## src/rtl/core/kq4_pkg.sv

```systemverilog
// shared widths and default parameters of the 4-bit k-quant dot product
package kq4_pkg;

  // fixed field widths
  localparam int BYTE_W  = 8;
  localparam int NIB_W   = 4;
  localparam int CODE_W  = 7;
  localparam int FLAG_W  = 1;
  localparam int OUT_W   = 64;

  // parameter defaults
  localparam int ACT_WIDTH_DEF    = 16;
  localparam int FACTOR_WIDTH_DEF = 24;
  localparam int ACC_WIDTH_DEF    = 64;

  // queue between front and back
  localparam int QUEUE_DEPTH = 4;

  // extra bits: code*step+base grows by the code width plus one carry
  localparam int SCALE_GROW  = CODE_W + 1;
  // nibble*scale+min grows by a signed nibble plus one carry
  localparam int WEIGHT_GROW = NIB_W + 2;

endpackage

```

## src/rtl/core/kq4_front.sv

```systemverilog
// front stage: accepts a byte and forms the sub-block scale and min
module kq4_front #(
  parameter int ACT_WIDTH    = kq4_pkg::ACT_WIDTH_DEF,
  parameter int FACTOR_WIDTH = kq4_pkg::FACTOR_WIDTH_DEF,
  parameter int SCALE_W      = FACTOR_WIDTH + kq4_pkg::SCALE_GROW
) (
  input  logic                            clk,
  input  logic                            rst,
  // item side
  input  logic                            item_valid,
  output logic                            item_stall,
  input  logic [kq4_pkg::BYTE_W-1:0]      weight_byte,
  input  logic signed [ACT_WIDTH-1:0]     act_first,
  input  logic signed [ACT_WIDTH-1:0]     act_second,
  input  logic [kq4_pkg::CODE_W-1:0]      sub_scale_code,
  input  logic [kq4_pkg::CODE_W-1:0]      sub_min_code,
  input  logic signed [FACTOR_WIDTH-1:0]  super_scale_step,
  input  logic signed [FACTOR_WIDTH-1:0]  super_scale_base,
  input  logic signed [FACTOR_WIDTH-1:0]  super_min_step,
  input  logic signed [FACTOR_WIDTH-1:0]  super_min_base,
  input  logic                            last_of_dot,
  // queue side
  output logic                            f_valid,
  input  logic                            f_stall,
  output logic [kq4_pkg::BYTE_W-1:0]      f_byte,
  output logic signed [ACT_WIDTH-1:0]     f_act0,
  output logic signed [ACT_WIDTH-1:0]     f_act1,
  output logic signed [SCALE_W-1:0]       f_scale,
  output logic signed [SCALE_W-1:0]       f_min,
  output logic                            f_last
);

  logic                      f_ready;
  logic                      take;
  logic signed [SCALE_W-1:0] scale_next;
  logic signed [SCALE_W-1:0] min_next;

  // stage is free when empty or its content moves on this cycle
  assign f_ready    = !f_valid || !f_stall;
  assign item_stall = !f_ready;
  assign take       = item_valid && f_ready;

  // code times step plus base, exact
  assign scale_next =
    SCALE_W'($signed({1'b0, sub_scale_code})) * SCALE_W'(super_scale_step)
    + SCALE_W'(super_scale_base);
  assign min_next =
    SCALE_W'($signed({1'b0, sub_min_code})) * SCALE_W'(super_min_step)
    + SCALE_W'(super_min_base);

  // valid flag
  always_ff @(posedge clk) begin
    if (rst) begin
      f_valid <= 1'b0;
    end else if (f_ready) begin
      f_valid <= item_valid;
    end
  end

  // payload
  always_ff @(posedge clk) begin
    if (take) begin
      f_byte  <= weight_byte;
      f_act0  <= act_first;
      f_act1  <= act_second;
      f_scale <= scale_next;
      f_min   <= min_next;
      f_last  <= last_of_dot;
    end
  end

endmodule

```

## config.mk

```make
export PLATFORM = sky130hd
export DESIGN_NAME = kq4_front
export DESIGN_NICKNAME = d
export VERILOG_FILES = /design/src/rtl/core/kq4_pkg.sv /design/src/rtl/core/kq4_front.sv
export SDC_FILE = /design/constraint.sdc
export NUM_CORES = 1
export LEC_CHECK = 0
export BUFFER_PORTS_ARGS = -buffer_cell sky130_fd_sc_hd__buf_2
export CAP_MARGIN = 30
export CORE_UTILIZATION = 35
export DETAILED_ROUTE_END_ITERATION = 8
export PLACE_DENSITY_LB_ADDON = 0.05
export SLEW_MARGIN = 20
export SYNTH_ARGS = -nofsm -noshare
export SYNTH_HDL_FRONTEND = slang
export SYNTH_SLANG_ARGS = --single-unit
```

## constraint.sdc

```tcl
create_clock -name clk -period 7.5 [get_ports clk]
set_input_delay 1.5 -clock clk [delete_from_list [all_inputs] [get_ports clk]]
set_output_delay 1.5 -clock clk [all_outputs]
set_load 0.01 [all_outputs]
```

# ---- Word-level counts from Yosys, hierarchy flattened
# Index checks and enable logic that the tools add are counted.
dict set report classes {
  n_addsub 2
  n_mul 2
  n_reduce_logical 5
}
# operator count
set ops {}
lappend ops {{$add A32 B24 Y32} 2}
lappend ops {{$mul A8 B24 Y32} 2}
lappend ops {{$logic_not A1 Y1} 3}
lappend ops {{$logic_and A1 B1 Y1} 1}
lappend ops {{$logic_or A1 B1 Y1} 1}
dict set report totals {
  regBits 106
  in_bits 155
  out_inout_bits 107
  elab_cells 16
}

# ---- Logic depth before layout (Yosys ltp)
# Gate-level depths: netlist of the first run.
dict set report depth {
  word_depth 3
  ltp_mapped 19
}

# ---- Worst setup path after synthesis of the first run
# OpenSTA, ideal clock, no wires.
dict set report synth_path {
  path_type {input -> register}
  from {input f_stall}
  to {register f_act0[0] (enable)}
  setup_time_ns 0.582
  t_arrival_ns 6.354
  t_required_ns 6.918
  path_slack_ns 0.565
  cell_stages 2
  cell_sequence {and2_1 > nor2b_1}
}
dict set report synth_between {
  elab_chain_cells 3
}
# item line
set synth_lines {}
lappend synth_lines {{from (decl)} kq4_front.sv:24} ;# input logic f_stall,
lappend synth_lines {{$logic_not A1 Y1} kq4_front.sv:39} ;# assign f_ready = !f_valid || !f_stall;
lappend synth_lines {{$logic_or A1 B1 Y1} kq4_front.sv:39}
lappend synth_lines {{$logic_and A1 B1 Y1} kq4_front.sv:41} ;# assign take = item_valid && f_ready;
lappend synth_lines {{named net take} kq4_front.sv:34} ;# logic take;
lappend synth_lines {{to (signal assigned)} kq4_front.sv:64} ;# f_act0 <= act_first;
lappend synth_lines {{to (decl)} kq4_front.sv:26} ;# output logic signed [ACT_WIDTH-1:0] f_act0,
# The timed path passes the listed nets, and every way through them passes these cells.
# A chain may end at the register's enable or synchronous reset.

# ---- Worst setup path after layout of the first run
dict set report layout_path {
  from {input sub_min_code[0] (netlist name)}
  to {register f_min[28], data pin}
}
dict set report layout_between {
  elab_chain_cells 2
}
# item line
set layout_lines {}
lappend layout_lines {{from (decl)} kq4_front.sv:16} ;# input logic [kq4_pkg::CODE_W-1:0] sub_min_code,
lappend layout_lines {{$mul A8 B24 Y32} kq4_front.sv:48} ;# SCALE_W'($signed({1'b0, sub_min_code})) * SCALE_W'(super_min_step)
lappend layout_lines {{$add A32 B24 Y32} kq4_front.sv:49} ;# + SCALE_W'(super_min_base);
lappend layout_lines {{named net min_next[28]} kq4_front.sv:36} ;# logic signed [SCALE_W-1:0] min_next;
lappend layout_lines {{to (signal assigned)} kq4_front.sv:67} ;# f_min <= min_next;
lappend layout_lines {{to (decl)} kq4_front.sv:29} ;# output logic signed [SCALE_W-1:0] f_min,
# The timed path passes the listed nets, and every way through them passes these cells.

==> impl_metrics.env, run 1 <==
export IMPL_outcome="finished clean"
export IMPL_dieArea_mm2=0.0491
export IMPL_synth_top_cell_area_share_pct=35.6
export IMPL_yosysMostFrequentCell="inv_1"
export IMPL_start_util_pct=35.4
export IMPL_vias=11682
export IMPL_critPathLaunch="sub_min_code[0]"
export IMPL_drtAntennaViolNets=0
export IMPL_grt_max_degree=60
export IMPL_dr_pass1_iters=5
export IMPL_nNetsFinal=2563
export IMPL_rows=80
export IMPL_ys_types=65
export IMPL_start_kind="input port"
export IMPL_die_y_um=222
export IMPL_clockRootBuffer="clkbuf_16"
export IMPL_area_growth_pct=13.2
export IMPL_seq_area_frac_synth_pct=18.8
export IMPL_synth_net_count=2334
export IMPL_diodes=0
export IMPL_clk_path_buf_depth=2
export IMPL_synth_avg_cell_area_um2=9.67
export IMPL_met2_usage_pct=28.6
export IMPL_postCtsHoldBufs=0
export IMPL_max_freq_mhz=163
export IMPL_crit_path_end_kind="flip-flop"
export IMPL_hold_class="flip-flop to flip-flop"
export IMPL_cts_tree="built"
export IMPL_worstSetupPathType="input port to flip-flop"
export IMPL_ios=262
export IMPL_cts_sinks=106
export IMPL_report_power_total_mw=7.30
export IMPL_synth_edf_count=105
export IMPL_via_per_inst=4.50
export IMPL_grt_busiest_layer="met2"
export IMPL_clkPwrFrac_pct=6.8
export IMPL_routabilityCongestion=0.848
export IMPL_clk_insertion_delay_late_ns=0.38
export IMPL_drive_gt1_share_pct=15.0
export IMPL_pwr_density_cell_mw_per_mm2=382
export IMPL_pwr_share_seq_pct=16.0
export IMPL_required_ns=7.62
export IMPL_ys_ff_latch=106
export IMPL_grt_use_total_pct=16.9
export IMPL_hpwl_um=34500
export IMPL_core_area_mm2=0.0476
export IMPL_tns_ns=0
export IMPL_synthTopCellsByArea="fa_1, edfxtp_1, inv_1"
export IMPL_slew_violations=0
export IMPL_antenna_found_initial=1
export IMPL_initialDrtViolationCount=487
export IMPL_p_int_mw=3.71
export IMPL_die_w_um=222
export IMPL_arrival_ns=6.24
export IMPL_maxCapViolations=0
export IMPL_finalHoldViolCount=0
export IMPL_irDropWorstVdd_uv=138
export IMPL_clkTransAtPathRegs_ns=0.08
export IMPL_hold_start="f_valid"
export IMPL_worst_pin_slew_ns=0.793
export IMPL_port_buffers=261
export IMPL_wl_per_cell_um=15.5
export IMPL_yosys_top_cells_count="inv_1, fa_1, and2_1, nand2_1, ha_1"
export IMPL_p_sw_mw=3.59
export IMPL_routed_wl_um=40200
export IMPL_p_comb_share_pct=77.3
export IMPL_skew_ns=0.0101
export IMPL_gr_total_overflow=0
export IMPL_drc_errors=0
export IMPL_r2r_start="f_valid"
export IMPL_path_max_fanout=24
export IMPL_netlist_instances=1747
export IMPL_ctsResizeCount=0
export IMPL_period_needed_ns=6.12
export IMPL_ys_flop_type="edfxtp_1"
export IMPL_switching_share_pct=49.2
export IMPL_cts_max_level=3
export IMPL_gr_usage_met3_pct=1.91
export IMPL_syn_area_mm2=0.0169
export IMPL_cts_inserted_buffers=9
export IMPL_post_cts_buffers=0
export IMPL_power_leakage_nw=10.0
export IMPL_max_slew_margin_rel_pct=47.1
export IMPL_rsz0062_at_grt="no"
export IMPL_setup_viol=0
export IMPL_fin_crit_sh_pct=81.6
export IMPL_async_flop_share_pct=0
export IMPL_grt_pass1_vias=12344
export IMPL_grt_use_met1_pct=23.2
export IMPL_synth_area_leader_cell="fa_1"
export IMPL_grt_pass1_wl_um=66000
export IMPL_yosysWarnings=0
placed cells by master (no fill, tap or decap), types with 3 or more instances in the layout:
master     count
edfxtp_1     105
o21a_1         7
o211ai_1       5
xnor2_1       38
o21bai_1       7
fa_1         300
o22ai_1        3
nand4_1        6
nand3_1       12
mux2i_1        3
a2111oi_0      3
a221oi_1       3
o31ai_1        3
o211a_1        3
clkinv_8       3
nor2b_1        4
and2_1       190
o21ai_1        4
buf_2        261
a21o_1        40
nand2_1      178
a211o_1        4
nor3_1         4
xor2_1        17
o21ai_0       18
nor2_1        28
a211oi_1       9
a311oi_1       3
inv_1        469
a21oi_1       54
a31oi_1        5
ha_1         132
clkbuf_16      9
final timing paths:
kind / to / slack (ns) / depth (start not counted)
worst min-delay path: f_valid / 0.66 / 3
worst max-delay path: f_min[28] / 1.38 / 17
worst max register to register: f_min[2] / 5.23 / 4
worst min register to register: f_valid / 0.66 / 3
critical path, cell delays in order:
cell and delay (ns):
buf_2 0.40, nand2_1 0.14, fa_1 0.53, inv_1 0.05
fa_1 0.48, fa_1 0.55, inv_1 0.05, fa_1 0.47
inv_1 0.04, ha_1 0.35, a21o_1 0.23, o21ba_2 0.25
o211ai_1 0.12, a221oi_1 0.47, o21ai_1 0.25, a41oi_2 0.25
xnor2_1 0.09
area by class of cell:
cell class | count | area [um^2]
clock buffer | 9 | 225
clock inverter | 7 | 85.1
fill | 4897 | 28500
inverter | 469 | 1760
multi-input combinational | 1127 | 11800
sequential | 106 | 3170
tap | 615 | 769
timing repair buffer | 263 | 1320
state kept, by name, indices dropped and copies added, names as in the netlist:
register  count
f_act0       16
f_byte        8
f_valid       1
f_min        32
f_last        1
f_scale      32
f_act1       16
metal layers:
| metal | share of wire (%) | vias up |
|---|---|---|
| met3 | 2.4 | 32 |
| met2 | 48 | 176 |
| met1 | 48 | 5704 |
| li1 | - | 5768 |
| met5 | 0.032 | - |
| met4 | 1.5 | 2 |
metrics by stage:
| step | worst slack (ns) | cell area (um^2) | hold slack [ns] | utilization, % | instances |
|---|---|---|---|---|---|
| 2_1_floorplan | 0.565 | 16900 | 0.680 | - | 1747 |
| 6_report | 1.38 | 19100 | 0.661 | 40.1 | 2596 |
| 4_1_cts | 1.38 | 19100 | 0.671 | 40.1 | 2596 |
| 5_1_grt | 1.10 | 19100 | 0.720 | 40.1 | 2596 |
| 3_5_place_dp | 0.975 | 18800 | 0.657 | 39.5 | 2580 |
| 3_3_place_gp | 0.990 | 18800 | 0.649 | 39.5 | 2580 |
power groups by stage:
| stage | logic [mW] | registers [mW] | clock network (mW) |
|---|---|---|---|
| finish | 5.64 | 1.16 | 0.495 |
| floorplan | 4.21 | 1.28 | 0 |
| global placement | 5.66 | 1.18 | 0 |
| global route | 6.40 | 1.18 | 0.533 |
| detailed placement | 5.67 | 1.18 | 0 |
| CTS | 5.70 | 1.17 | 0.519 |
cells by family after synthesis:
family	after synthesis	share of synthesized area [%]
buf+inv	514	11.5
simple gates	444	13.4
fa+ha+maj	432	45.3
compound gates	193	7.95
flops	106	18.8
xor+xnor	55	2.85
mux	3	0.178
Note: power is estimated with default switching activity, not from simulation.
==> run 2: changes to the inputs <==
==> constraint.sdc (replaced) <==
create_clock -name clk -period 5.6 [get_ports clk]
set_input_delay 1.12 -clock clk [delete_from_list [all_inputs] [get_ports clk]]
set_output_delay 1.12 -clock clk [all_outputs]
set_load 0.01 [all_outputs]
==> impl_metrics.env, run 2 (same netlist as run 1, synthesis figures left out) <==
export IMPL_outcome="finished clean"
export IMPL_p_comb_share_pct=80.6
export IMPL_worst_path_stages=17
export IMPL_pwr_density_cell_mw_per_mm2=554
export IMPL_max_freq_mhz=185
export IMPL_period_needed_ns=5.40
export IMPL_dr_pass1_iters=6
export IMPL_whs_path_depth=3
export IMPL_initialDrtViolationCount=419
export IMPL_clk_insertion_delay_late_ns=0.37
export IMPL_setup_viol=0
export IMPL_grt_pass1_wl_um=67600
export IMPL_die_w_um=222
export IMPL_nNetsFinal=2750
export IMPL_port_buffers=261
export IMPL_worst_pin_slew_ns=0.769
export IMPL_dieArea_mm2=0.0491
export IMPL_arrival_ns=5.53
export IMPL_grt_pass1_vias=13222
export IMPL_routed_wl_um=40500
export IMPL_p_sw_mw=5.07
export IMPL_fin_cells=2783
export IMPL_gr_usage_met3_pct=1.63
export IMPL_pwr_share_seq_pct=13.7
export IMPL_critical_path_max_stage_delay_ns=0.52
export IMPL_cts_sinks=106
export IMPL_cp_slowest_cell="fa_1"
export IMPL_cp_cell_sequence="buf_2 -> buf_12 -> and2_1 -> fa_1 -> fa_1 -> inv_1 -> fa_1 -> fa_1 -> inv_1 -> ha_1 -> a211o_1 -> a31oi_1 -> o21bai_1 -> a221o_1 -> o211ai_2 -> nand2_2 -> o311a_1"
export IMPL_start_util_pct=35.4
export IMPL_drc_errors=0
export IMPL_grt_max_degree=60
export IMPL_cts_tree="built"
export IMPL_layout_common_cells="inv_1, fa_1, buf_2"
export IMPL_drtAntennaViolNets=0
export IMPL_vias=12350
export IMPL_irDropWorstVdd_uv=221
export IMPL_register_area_mm2=0.00317
export IMPL_worstSetupPathType="input port to flip-flop"
export IMPL_core_area_mm2=0.0476
export IMPL_hpwl_um=35500
export IMPL_met2_usage_pct=30.1
export IMPL_setup_ws_ns=0.200
export IMPL_clkTransAtPathRegs_ns=0.08
export IMPL_diodes=0
export IMPL_area_growth_pct=22.0
export IMPL_die_y_um=222
export IMPL_grt_use_met1_pct=23.1
export IMPL_rsz0062_at_grt="no"
export IMPL_crit_path_end_kind="flip-flop"
export IMPL_final_common_cell="inv_1"
export IMPL_maxCapViolations=0
export IMPL_critical_path_top_delay_family="adder cells"
export IMPL_skew_ns=0.00774
export IMPL_clockRootBuffer="clkbuf_16"
export IMPL_start_kind="input port"
export IMPL_path_buf_inv=4
export IMPL_ff2ff_path_depth=3
export IMPL_wl_per_cell_um=14.5
export IMPL_place_ws_ns=-0.318
export IMPL_fin_area_mm2=0.0206
export IMPL_rows=80
export IMPL_clkPwrFrac_pct=5.7
export IMPL_switching_share_pct=44.5
export IMPL_antenna_found_initial=1
export IMPL_hold_class="flip-flop to flip-flop"
export IMPL_power_leakage_nw=10.9
export IMPL_drive_gt1_share_pct=22.5
export IMPL_gr_total_overflow=0
export IMPL_crit_top_cell="fa_1"
export IMPL_fillers=4817
export IMPL_path_max_fanout=13
export IMPL_dp_cells=2767
export IMPL_multi_input_area_mm2=0.0118
export IMPL_max_slew_margin_rel_pct=48.8
export IMPL_placed_area_mm2=0.0203
export IMPL_fin_crit_sh_pct=96.4
export IMPL_post_cts_buffers=0
export IMPL_cts_max_level=3
export IMPL_slew_violations=0
export IMPL_grt_busiest_layer="met2"
export IMPL_clk_path_buf_depth=2
export IMPL_ios=262
export IMPL_required_ns=5.73
export IMPL_routabilityCongestion=0.823
export IMPL_via_per_inst=4.44
export IMPL_reg_top3="f_min x32, f_scale x32"
export IMPL_cts_inserted_buffers=9
export IMPL_finalHoldViolCount=0
export IMPL_hold_ws_ns=0.675
export IMPL_p_int_mw=6.33
export IMPL_grt_use_total_pct=17.2
==> run 2: changes by cell type in the layout (fill, tap and decap cells not counted), moves of 5 or more <==
| cell | change |
|---|---|
| buf_4 | +182 |
| buf_12 | +5 |
| buf_2 | -5 |
| clkbuf_4 | +5 |
==> run 2: final timing paths <==
path | from | endpoint | slack [ns]
worst max register to register | f_valid | f_scale[9] | 3.96
worst min-delay path | f_valid | f_valid | 0.67
worst max-delay path | sub_min_code[0] | f_min[26] | 0.20
worst min register to register | f_valid | f_valid | 0.67
==> run 2: routing by layer <==
layer	share of wire (%)	wire length, um
met1	48	19300
met5	0	0
met4	1.0	410
met2	50	20100
met3	1.8	735
==> run 2: what timing repair did <==
action,in CTS,in global routing
hold buffers,0,0
setup endpoints to repair,0,18
hold endpoints to repair,0,0
gates resized for setup,0,8
==> run 2: area by class of cell <==
cell class,instances,share of cell area (%)
Clock inverter,7,0.352
Multi-Input combinational cell,1127,57.3
Sequential cell,106,15.4
Inverter,469,8.54
Clock buffer,9,1.09
Tap cell,615,3.73
Timing Repair Buffer,450,13.6
==> run 2: power groups by stage <==
stage	Sequential, mW	Combinational [mW]	Clock (mW)
floorplan	1.71	5.63	0
global placement	1.58	9.21	0
detailed placement	1.59	9.27	0
CTS	1.57	9.31	0.677
global route	1.59	10.4	0.697
finish	1.56	9.20	0.647
==> run 2: stage by stage <==
step	power [mW]	TNS [ns]	util, %
global route	12.7	0	43.2
detailed placement	10.9	-5.52	42.6
finish	11.4	0	43.2
global placement	10.8	-4.91	42.6
CTS	11.6	0	43.2
floorplan	7.34	0	-
==> run 2: worst min-delay path, cell delays in order (launching register included) <==
cell	delay, ns
dfxtp_1	0.31
and2_1	0.18
nor2_1	0.10
nor2_1	0.04
