## config.mk

```make
export PLATFORM = sky130hd
export DESIGN_NAME = kq4_back
export DESIGN_NICKNAME = d
export VERILOG_FILES = /design/src/rtl/core/kq4_pkg.sv /design/src/rtl/core/kq4_back.sv
export SDC_FILE = /design/constraint.sdc
export NUM_CORES = 2
export LEC_CHECK = 0
export BUFFER_PORTS_ARGS = -buffer_cell sky130_fd_sc_hd__buf_2
export CELL_PAD_IN_SITES_DETAIL_PLACEMENT = 1
export CELL_PAD_IN_SITES_GLOBAL_PLACEMENT = 1
export CORE_MARGIN = 2
export CORE_UTILIZATION = 42
export DETAILED_ROUTE_END_ITERATION = 10
export HOLD_SLACK_MARGIN = 0.06
export PLACE_DENSITY = 0.67
export REMOVE_ABC_BUFFERS = 1
export SLEW_MARGIN = 40
export SYNTH_ARGS = -nofsm -noshare
export SYNTH_HDL_FRONTEND = slang
export SYNTH_SLANG_ARGS = --single-unit
export TNS_END_PERCENT = 1
```

## constraint.sdc

```tcl
create_clock -name clk -period 11 [get_ports clk]
set_clock_uncertainty 0.1 [all_clocks]
set_input_delay 0 -clock clk [delete_from_list [all_inputs] [get_ports clk]]
set_output_delay 0 -clock clk [all_outputs]
set_load 0.05 [all_outputs]
```

## src/rtl/core/kq4_pkg.sv

```systemverilog
// shared widths and default parameters of the 4-bit k-quant dot product
package kq4_pkg;

  // fixed field widths
  localparam int BYTE_W  = 8;
  localparam int NIB_W   = 4;
  localparam int CODE_W  = 7;
  localparam int FLAG_W  = 1;
  localparam int OUT_W   = 64;

  // parameter defaults
  localparam int ACT_WIDTH_DEF    = 16;
  localparam int FACTOR_WIDTH_DEF = 24;
  localparam int ACC_WIDTH_DEF    = 64;

  // queue between front and back
  localparam int QUEUE_DEPTH = 4;

  // extra bits: code*step+base grows by the code width plus one carry
  localparam int SCALE_GROW  = CODE_W + 1;
  // nibble*scale+min grows by a signed nibble plus one carry
  localparam int WEIGHT_GROW = NIB_W + 2;

endpackage

```

## src/rtl/core/kq4_back.sv

```systemverilog
// back pipeline: dequantize, multiply, clamp and accumulate
module kq4_back #(
  parameter int ACT_WIDTH    = kq4_pkg::ACT_WIDTH_DEF,
  parameter int FACTOR_WIDTH = kq4_pkg::FACTOR_WIDTH_DEF,
  parameter int ACC_WIDTH    = kq4_pkg::ACC_WIDTH_DEF,
  parameter int SCALE_W      = FACTOR_WIDTH + kq4_pkg::SCALE_GROW
) (
  input  logic                        clk,
  input  logic                        rst,
  // queue side
  input  logic                        q_valid,
  output logic                        q_stall,
  input  logic [kq4_pkg::BYTE_W-1:0]  q_byte,
  input  logic signed [ACT_WIDTH-1:0] q_act0,
  input  logic signed [ACT_WIDTH-1:0] q_act1,
  input  logic signed [SCALE_W-1:0]   q_scale,
  input  logic signed [SCALE_W-1:0]   q_min,
  input  logic                        q_last,
  // result side
  output logic                        result_valid,
  input  logic                        result_stall,
  output logic [kq4_pkg::OUT_W-1:0]   dot_sum,
  output logic                        overflowed
);

  localparam int WT_W   = SCALE_W + kq4_pkg::WEIGHT_GROW;
  localparam int PROD_W = WT_W + ACT_WIDTH;
  localparam int EXT_W  = PROD_W + ACC_WIDTH;
  localparam int TOP_W  = EXT_W - ACC_WIDTH + 1;
  localparam logic signed [ACC_WIDTH-1:0] ACC_MAX = {1'b0, {(ACC_WIDTH - 1){1'b1}}};
  localparam logic signed [ACC_WIDTH-1:0] ACC_MIN = {1'b1, {(ACC_WIDTH - 1){1'b0}}};

  // clamp a product into the accumulator range, flag in the top bit
  function automatic logic [ACC_WIDTH:0] clamp_prod(input logic signed [PROD_W-1:0] p);
    logic signed [EXT_W-1:0] x;
    logic [TOP_W-1:0]        top;
    logic                    fits;
    x    = EXT_W'(p);
    top  = x[EXT_W-1:ACC_WIDTH-1];
    fits = (top == '0) || (top == '1);
    if (fits) begin
      clamp_prod = {1'b0, x[ACC_WIDTH-1:0]};
    end else if (x[EXT_W-1]) begin
      clamp_prod = {1'b1, ACC_MIN};
    end else begin
      clamp_prod = {1'b1, ACC_MAX};
    end
  endfunction

  // saturating add, flag in the top bit
  function automatic logic [ACC_WIDTH:0] sat_add(input logic signed [ACC_WIDTH-1:0] a,
                                                  input logic signed [ACC_WIDTH-1:0] b);
    logic signed [ACC_WIDTH:0] s;
    s = (ACC_WIDTH + 1)'(a) + (ACC_WIDTH + 1)'(b);
    if (s[ACC_WIDTH] == s[ACC_WIDTH-1]) begin
      sat_add = {1'b0, s[ACC_WIDTH-1:0]};
    end else if (s[ACC_WIDTH]) begin
      sat_add = {1'b1, ACC_MIN};
    end else begin
      sat_add = {1'b1, ACC_MAX};
    end
  endfunction

  // weight stage
  logic                      w_valid;
  logic                      w_ready;
  logic signed [WT_W-1:0]    w0;
  logic signed [WT_W-1:0]    w1;
  logic signed [ACT_WIDTH-1:0] w_act0;
  logic signed [ACT_WIDTH-1:0] w_act1;
  logic                      w_last;
  logic signed [WT_W-1:0]    nib_hi;
  logic signed [WT_W-1:0]    nib_lo;
  logic signed [WT_W-1:0]    scale_x;
  logic signed [WT_W-1:0]    min_x;

  // product stage
  logic                      p_valid;
  logic                      p_ready;
  logic signed [PROD_W-1:0]  p0;
  logic signed [PROD_W-1:0]  p1;
  logic                      p_last;

  // clamp stage
  logic                      c_valid;
  logic                      c_ready;
  logic signed [ACC_WIDTH-1:0] c0;
  logic signed [ACC_WIDTH-1:0] c1;
  logic                      c_sat;
  logic                      c_last;
  logic [ACC_WIDTH:0]        cl0;
  logic [ACC_WIDTH:0]        cl1;

  // accumulator
  logic signed [ACC_WIDTH-1:0] running_sum;
  logic                        saturated_seen;
  logic [ACC_WIDTH:0]          add0;
  logic [ACC_WIDTH:0]          add1;
  logic signed [ACC_WIDTH-1:0] sum_next;
  logic                        seen_next;
  logic                        out_free;
  logic                        acc_take;
  logic signed [ACC_WIDTH-1:0] result_sum;

  // handshake between stages
  assign out_free = !result_valid || !result_stall;
  assign acc_take = c_valid && (!c_last || out_free);
  assign c_ready  = !c_valid || acc_take;
  assign p_ready  = !p_valid || c_ready;
  assign w_ready  = !w_valid || p_ready;
  assign q_stall  = !w_ready;

  // nibble times scale plus min
  assign nib_hi  = WT_W'($signed({1'b0, q_byte[kq4_pkg::BYTE_W-1:kq4_pkg::NIB_W]}));
  assign nib_lo  = WT_W'($signed({1'b0, q_byte[kq4_pkg::NIB_W-1:0]}));
  assign scale_x = WT_W'(q_scale);
  assign min_x   = WT_W'(q_min);

  always_ff @(posedge clk) begin
    if (rst) begin
      w_valid <= 1'b0;
    end else if (w_ready) begin
      w_valid <= q_valid;
    end
  end

  always_ff @(posedge clk) begin
    if (w_ready && q_valid) begin
      w0     <= nib_hi * scale_x + min_x;
      w1     <= nib_lo * scale_x + min_x;
      w_act0 <= q_act0;
      w_act1 <= q_act1;
      w_last <= q_last;
    end
  end

  // weight times activation
  always_ff @(posedge clk) begin
    if (rst) begin
      p_valid <= 1'b0;
    end else if (p_ready) begin
      p_valid <= w_valid;
    end
  end

  always_ff @(posedge clk) begin
    if (p_ready && w_valid) begin
      p0     <= PROD_W'(w0) * PROD_W'(w_act0);
      p1     <= PROD_W'(w1) * PROD_W'(w_act1);
      p_last <= w_last;
    end
  end

  // clamp products to accumulator range
  assign cl0 = clamp_prod(p0);
  assign cl1 = clamp_prod(p1);

  always_ff @(posedge clk) begin
    if (rst) begin
      c_valid <= 1'b0;
    end else if (c_ready) begin
      c_valid <= p_valid;
    end
  end

  always_ff @(posedge clk) begin
    if (c_ready && p_valid) begin
      c0     <= cl0[ACC_WIDTH-1:0];
      c1     <= cl1[ACC_WIDTH-1:0];
      c_sat  <= cl0[ACC_WIDTH] | cl1[ACC_WIDTH];
      c_last <= p_last;
    end
  end

  // first product, then second, each add saturating
  assign add0      = sat_add(running_sum, c0);
  assign add1      = sat_add(add0[ACC_WIDTH-1:0], c1);
  assign sum_next  = add1[ACC_WIDTH-1:0];
  assign seen_next = saturated_seen | c_sat | add0[ACC_WIDTH] | add1[ACC_WIDTH];

  always_ff @(posedge clk) begin
    if (rst) begin
      running_sum    <= '0;
      saturated_seen <= 1'b0;
    end else if (acc_take) begin
      if (c_last) begin
        running_sum    <= '0;
        saturated_seen <= 1'b0;
      end else begin
        running_sum    <= sum_next;
        saturated_seen <= seen_next;
      end
    end
  end

  // result register
  always_ff @(posedge clk) begin
    if (rst) begin
      result_valid <= 1'b0;
    end else if (acc_take && c_last) begin
      result_valid <= 1'b1;
    end else if (!result_stall) begin
      result_valid <= 1'b0;
    end
  end

  always_ff @(posedge clk) begin
    if (acc_take && c_last) begin
      result_sum <= sum_next;
      overflowed <= seen_next;
    end
  end

  assign dot_sum = kq4_pkg::OUT_W'(result_sum);

  // closing a dot product leaves a clean accumulator
  a_clear_on_last: assert property (@(posedge clk) disable iff (rst)
    (acc_take && c_last) |=> (running_sum == '0 && !saturated_seen))
    else $error("accumulator not cleared after last byte");

  // a clamped product is remembered until the dot product closes
  a_sat_sticky: assert property (@(posedge clk) disable iff (rst)
    (acc_take && c_sat && !c_last) |=> saturated_seen)
    else $error("product clamp not recorded");

  // a waiting result is never overwritten
  a_no_overrun: assert property (@(posedge clk) disable iff (rst)
    (result_valid && result_stall) |-> !(acc_take && c_last))
    else $error("result register overrun");

endmodule
```

# [Yosys cells after proc, flatten, opt, wreduce, memory -nomap -nowiden]
# Index checks and enable logic that the tools add are counted.
[totals] out_inout_bits=67 inputBits=109 word_cells=70 regBits=482
[classes] reduce_logical=21 bitwise_logic=4 eq_ne=5 multipliers=4 mux=12 add_sub_neg=4
[ops] cell="$mux 64" count=5
[ops] cell="$mux 65" count=4
[ops] cell="$add 64x64->65" count=2
[ops] cell="$eq 55x55->1 const B" count=2
[ops] cell="$logic_not 55->1" count=2
[ops] cell="$mul 38x16->54" count=2
[ops] cell="$add 37x32->38" count=2
[ops] cell="$mul 5x32->37" count=2
[ops] cell="$logic_not 1->1" count=7
[ops] cell="$logic_or 1x1->1" count=7
[ops] cell="$logic_and 1x1->1" count=5
[ops] cell="$or 1x1->1" count=4
[ops] cell="$mux 1" count=3
[ops] cell="$eq 1x1->1" count=2
[ops] cell="$ne 2x1->1 const B" count=1

# [Longest topological paths before layout]
[logic_depth] word_depth=8 depth_mapped=42 ltp_nobuf=36

# [Least setup slack after synthesis]
# OpenSTA, ideal clock, no wires.
[synth_timing] path_kind="flip-flop to flip-flop" start="register result_valid" end="register p0[0], enable pin" setup_slack_ns=1.494 setup_time_ns=0.744 stages_incl_launch_ff=4 arrival_ns=8.662 t_required_ns=10.156 cell_sequence="dfxtp_1 nand3_1 nor2_1 a21boi_0"
[synth_via] elab_chain_len=7
[synth_lines] item="from (decl)" line_no="kq4_back.sv:20" rtl="output logic result_valid,"
[synth_lines] item="from (signal assigned)" line_no="kq4_back.sv:199" rtl="result_valid <= 1'b0;"
[synth_lines] item="from (signal assigned)" line_no="kq4_back.sv:201" rtl="result_valid <= 1'b1;"
[synth_lines] item="from (signal assigned)" line_no="kq4_back.sv:203" rtl="result_valid <= 1'b0;"
[synth_lines] item="$logic_not 1->1" line_no="kq4_back.sv:106" rtl="assign out_free = !result_valid || !result_stall;"
[synth_lines] item="$logic_or 1x1->1" line_no="kq4_back.sv:106"
[synth_lines] item="$logic_or 1x1->1" line_no="kq4_back.sv:107" rtl="assign acc_take = c_valid && (!c_last || out_free);"
[synth_lines] item="$logic_and 1x1->1" line_no="kq4_back.sv:107"
[synth_lines] item="$logic_or 1x1->1" line_no="kq4_back.sv:108" rtl="assign c_ready = !c_valid || acc_take;"
[synth_lines] item="$logic_or 1x1->1" line_no="kq4_back.sv:109" rtl="assign p_ready = !p_valid || c_ready;"
[synth_lines] item="$logic_and 1x1->1" line_no="kq4_back.sv:147" rtl="if (p_ready && w_valid) begin"
[synth_lines] item="to (signal assigned)" line_no="kq4_back.sv:148" rtl="p0 <= PROD_W'(w0) * PROD_W'(w_act0);"
[synth_lines] item="to (decl)" line_no="kq4_back.sv:80" rtl="logic signed [PROD_W-1:0] p0;"
# No other way between the ends.
# A chain may end at the register's enable or synchronous reset.

# [Worst setup path in the final report]
[layout_timing] start="register running_sum[0]" end="register running_sum[2]"
[layout_via] elab_chain_len=7 word_cells_on_any_way=9
[layout_lines] item="from (decl)" line_no="kq4_back.sv:95" rtl="logic signed [ACC_WIDTH-1:0] running_sum;"
[layout_lines] item="from (signal assigned)" line_no="kq4_back.sv:190" rtl="running_sum <= sum_next;"
[layout_lines] item="$add 64x64->65 (*)" line_no="kq4_back.sv:54" rtl="s = (ACC_WIDTH + 1)'(a) + (ACC_WIDTH + 1)'(b);"
[layout_lines] item="$mux 64 or $eq 1x1->1 (tied branches)" line_no="kq4_back.sv:57, kq4_back.sv:55"
[layout_lines] item="$mux 65 (*)" line_no="kq4_back.sv:55" rtl="if (s[ACC_WIDTH] == s[ACC_WIDTH-1]) begin"
[layout_lines] item="$add 64x64->65 (*)" line_no="kq4_back.sv:54"
[layout_lines] item="$mux 64 or $eq 1x1->1 (tied branches)" line_no="kq4_back.sv:57, kq4_back.sv:55"
[layout_lines] item="$mux 65 (*)" line_no="kq4_back.sv:55"
[layout_lines] item="via add1[2]" line_no="kq4_back.sv:98" rtl="logic [ACC_WIDTH:0] add1;"
[layout_lines] item="$mux 64 (*)" line_no="kq4_back.sv:186" rtl="if (c_last) begin"
# The timed path passes the listed nets; every way through them passes the cells marked *.

==> results list <==
* Status: finished, final reports clean
* Most frequent cell on the critical path: sky130_fd_sc_hd__o21a_1
* Synth Register Bits: 461
* Global-route wire length before repair: 355900 um
- Number of remaining DRC errors: 0
* Ports placed on the boundary: 176
* Number of buffer cells added on primary ports: 175
* Clock tree buffer depth: 3
- Cell depth of the worst min-delay path: 5
- Critical Setup Path Class: reg2reg
- Global route overflow: 0
- The via count of the first global-routing pass came to 61140.
* Antenna violations before repair: 14
* Root Buffer: sky130_fd_sc_hd__clkbuf_16
- Die width: 423.5 um
* Largest fanout on the critical path: 60
- From synthesis to final layout, the design area changed by 8.669%.
- The final count of hold timing violations is 0.
* Number of cells in the finished layout apart from fillers: 10250
* Dpl hpwl: 180500 um
* Most instantiated flip-flop cell in the synthesis netlist: sky130_fd_sc_hd__edfxtp_1
- For the worst setup path, the data arrival time is 10.67 ns.
- The library cell used most frequently in the layout, excluding fill and tap cells, is sky130_fd_sc_hd__inv_1.
- In the final routed layout, each cell accounts on average for 22.00 um.
* Pin count of the biggest net entering global routing: 71
- Biggest area contributors in the synthesized netlist: sky130_fd_sc_hd__fa_1 36%, sky130_fd_sc_hd__edfxtp_1 16%, sky130_fd_sc_hd__ha_1 9.0%, sky130_fd_sc_hd__inv_1 8.1%, sky130_fd_sc_hd__and2_1 5.3%
- Number of vias per cell: 5.313
- The worst pin sits at a relative slew slack of 39.29%.
- Largest stage delay on the critical path: 0.65 ns
- Sequential cell area fraction in the yosys report: 17.80%
* Final period util: 93.06%
- The tree built by TritonCTS fans out to 461 sinks.
* Count of maximum capacitance violations: 0
* Critical path endpoint: running_sum[2]$_SDFFE_PP0P_
- Post-CTS sizing: 0
- Die Area: 0.1793 sq mm
- Cell type with the largest total area after synthesis: sky130_fd_sc_hd__fa_1
- After the last flow step, the layout net total stands at 9856.
- Peak Freq: 97.69 MHz
* Internal reg-to-reg setup slack: 0.76 ns
* Worst setup path startpoint: running_sum[0]$_SDFFE_PP0P_
- Hold/Removal Path Class: in2reg
- At the end of routability-driven placement, the weighted congestion stood at 0.9153.
- In this run the biggest area consumer among cell types represents 36.25% of the synthesized area.
- The endpoint identified for the worst register-to-register timing path is running_sum[2]$_SDFFE_PP0P_.
- In this run, placement finished with an instance count of 10040.
- The final route contains 54460 vias.
- DIE HEIGHT: 423.5 um
- Summing every instance area after synthesis gives 0.07390 sq mm.
* Hold bufs inserted after CTS: 81
* Clock period minus final worst setup slack: 10.24 ns
- Slew of the pin with the lowest slew margin: 0.9107 ns
* GRT Util Overall: 25.58%
- R2R depth: 34
- Fraction of final layout cells with drive strength greater than 1: 5.565%
- Setup violations remaining at the end of the flow were counted as 0.
- The worst setup path is launched from a register.
- Commonest cells after routing, fill and taps aside: 1594 x sky130_fd_sc_hd__inv_1, 1338 x sky130_fd_sc_hd__fa_1, 993 x sky130_fd_sc_hd__nand2_1
- Area inside the core boundary: 0.1744 sq mm
- Final Slew Violations: 0
* Clk pin slew, worst setup/hold paths: 0.07 ns
* Gate Count Post-Synth: 7780
* Distinct cells, synth: 82
* Total wirelength of the detailed-routed design: 225500 um
- TritonCTS clock tree: built
* Worst flop-to-flop path startpoint: running_sum[0]$_SDFFE_PP0P_
* Count of antenna-violating nets left after detailed routing: 0
- The first routing iteration left 2943 violations.
* Critical-path top delay cell: sky130_fd_sc_hd__a2111oi_1
* EDFF count, synth: 392
- Site Rows: 153
- Htree depth: 2
- Counting the buffers created by CTS gives 56.
- STA classifies the critical path endpoint as a register.
* Number of search-and-repair iterations in the first detailed-routing pass: 5
* Worst skew pair latency: 0.71 ns
- Endpoint required time on the critical path: 11.44 ns
* Post-CTS setup-driven buffer insertion count: 0
- Setup repair after global routing missed its margin: false
* Synthesized area divided by synthesized cell count: 9.499 sq um
* Async SR Flop Fraction: 0%
- Yosys printed 0 warnings.
- For this configuration, the core starts out at a cell density of 42.38%.
-- per-layer routing --
metal | vias to the layer above | GRT usage [%] | wire length (um)
met5 | - | 0 | 0
met1 | 28620 | 35.23 | 102400
li1 | 24410 | - | -
met4 | 0 | 5.985 | 5453
met2 | 1196 | 43.25 | 107400
met3 | 238 | 2.824 | 10230
-- sequential cells by signal, indices dropped and copies added, names as in the netlist --
name / count
c_valid: 1
c_last: 1
p1: 54
w0: 38
running_sum: 64
c1: 54
saturated_seen: 1
p_valid: 1
w1: 38
w_act0: 16
c0: 54
p0: 54
p_last: 1
overflowed: 1
w_act1: 16
result_valid: 1
w_valid: 1
dot_sum: 64
w_last: 1
-- cell type report --
cell class	count	area (sq um)
antenna	1	2.502
clock buffer	73	1568
clock inverter	33	367.9
fill	19880	94090
inverter	1596	5991
multi-input combinational	5393	53580
sequential	461	13150
tap	2325	2909
timing repair buffer	369	2738
-- kinds of logic (layout without fill, tap and decap cells) --
group / after synthesis / count (layout) / synth area share [%]
XOR/XNOR: 296 / 296 / 3.508
multiplexers: 2 / 2 / 0.02709
AO/OA/AOI/OAI: 1084 / 1084 / 9.598
other: 0 / 1 / 0
buffers and inverters: 1926 / 2071 / 9.830
flip-flops: 461 / 461 / 17.80
AND/OR/NAND/NOR: 2141 / 2141 / 13.99
adder cells (fa/ha/maj): 1870 / 1870 / 45.25
-- per-stage QoR --
| stage | hold WS [ns] | cell area, sq um | worst slack, ns | utilization, % | TNS [ns] |
|---|---|---|---|---|---|
| final | 0.1428 | 80310 | 0.7637 | 46.05 | 0 |
| after global routing | 0.1503 | 80300 | 0.04797 | 46.05 | 0 |
| after CTS | 0.09541 | 80050 | 0.7063 | 45.90 | 0 |
| after detailed placement | 0.07836 | 77300 | 0.8180 | 44.33 | 0 |
| after global placement | 0.07638 | 77060 | 1.083 | 44.19 | 0 |
| after floorplan | -0.03093 | 72630 | -1.127 | - | -70.58 |
-- worst min path at each step --
stage,start,endpoint,slack (ns)
final,q_scale[1],w1[2]$_DFFE_PP_,0.14
after global routing,q_scale[1],w0[1]$_DFFE_PP_,0.15
after CTS,q_scale[1],w1[2]$_DFFE_PP_,0.1
after detailed placement,q_act1[13],w_act1[13]$_DFFE_PP_,0.08
after global placement,q_act1[13],w_act1[13]$_DFFE_PP_,0.08
after floorplan,rst,w_valid$_SDFFE_PP0N_,-0.03
-- cells in the mapped netlist (all sizes together) (5+ instances only) --
cell,number
a221o,31
a21boi,14
nor3b,9
nand2,993
o31a,10
a21oi,291
buf,23
and4,6
a31oi,31
and3,32
ha,532
a21bo,14
a31o,10
nand3,56
nand2b,57
o21bai,47
nor2,207
nor3,29
nor4,7
edfxtp,392
a221oi,11
a311oi,7
a21o,180
o31ai,22
clkbuf,307
o311ai,7
a211oi,29
or3,9
o21ai,244
dfxtp,69
a41oi,13
xnor2,209
inv,1596
fa,1338
o21a,42
nor2b,48
nand4,40
and2,630
o211ai,40
o41ai,5
or2,8
xor2,87
-- worst max-delay path, delay by kind of cell (launching register included) --
| kind | cells | cell delay (ns) |
|---|---|---|
| and+or+nand+nor | 5 | 1.48 |
| buffers and inverters | 5 | 1.19 |
| adders and majority gates | 6 | 2.05 |
| DFF | 1 | 0.34 |
| AOI/OAI and AO/OA | 18 | 4.83 |
Power is not shown: default switching activity piles up to over one toggle a cycle in this logic, so the estimate is an artifact.
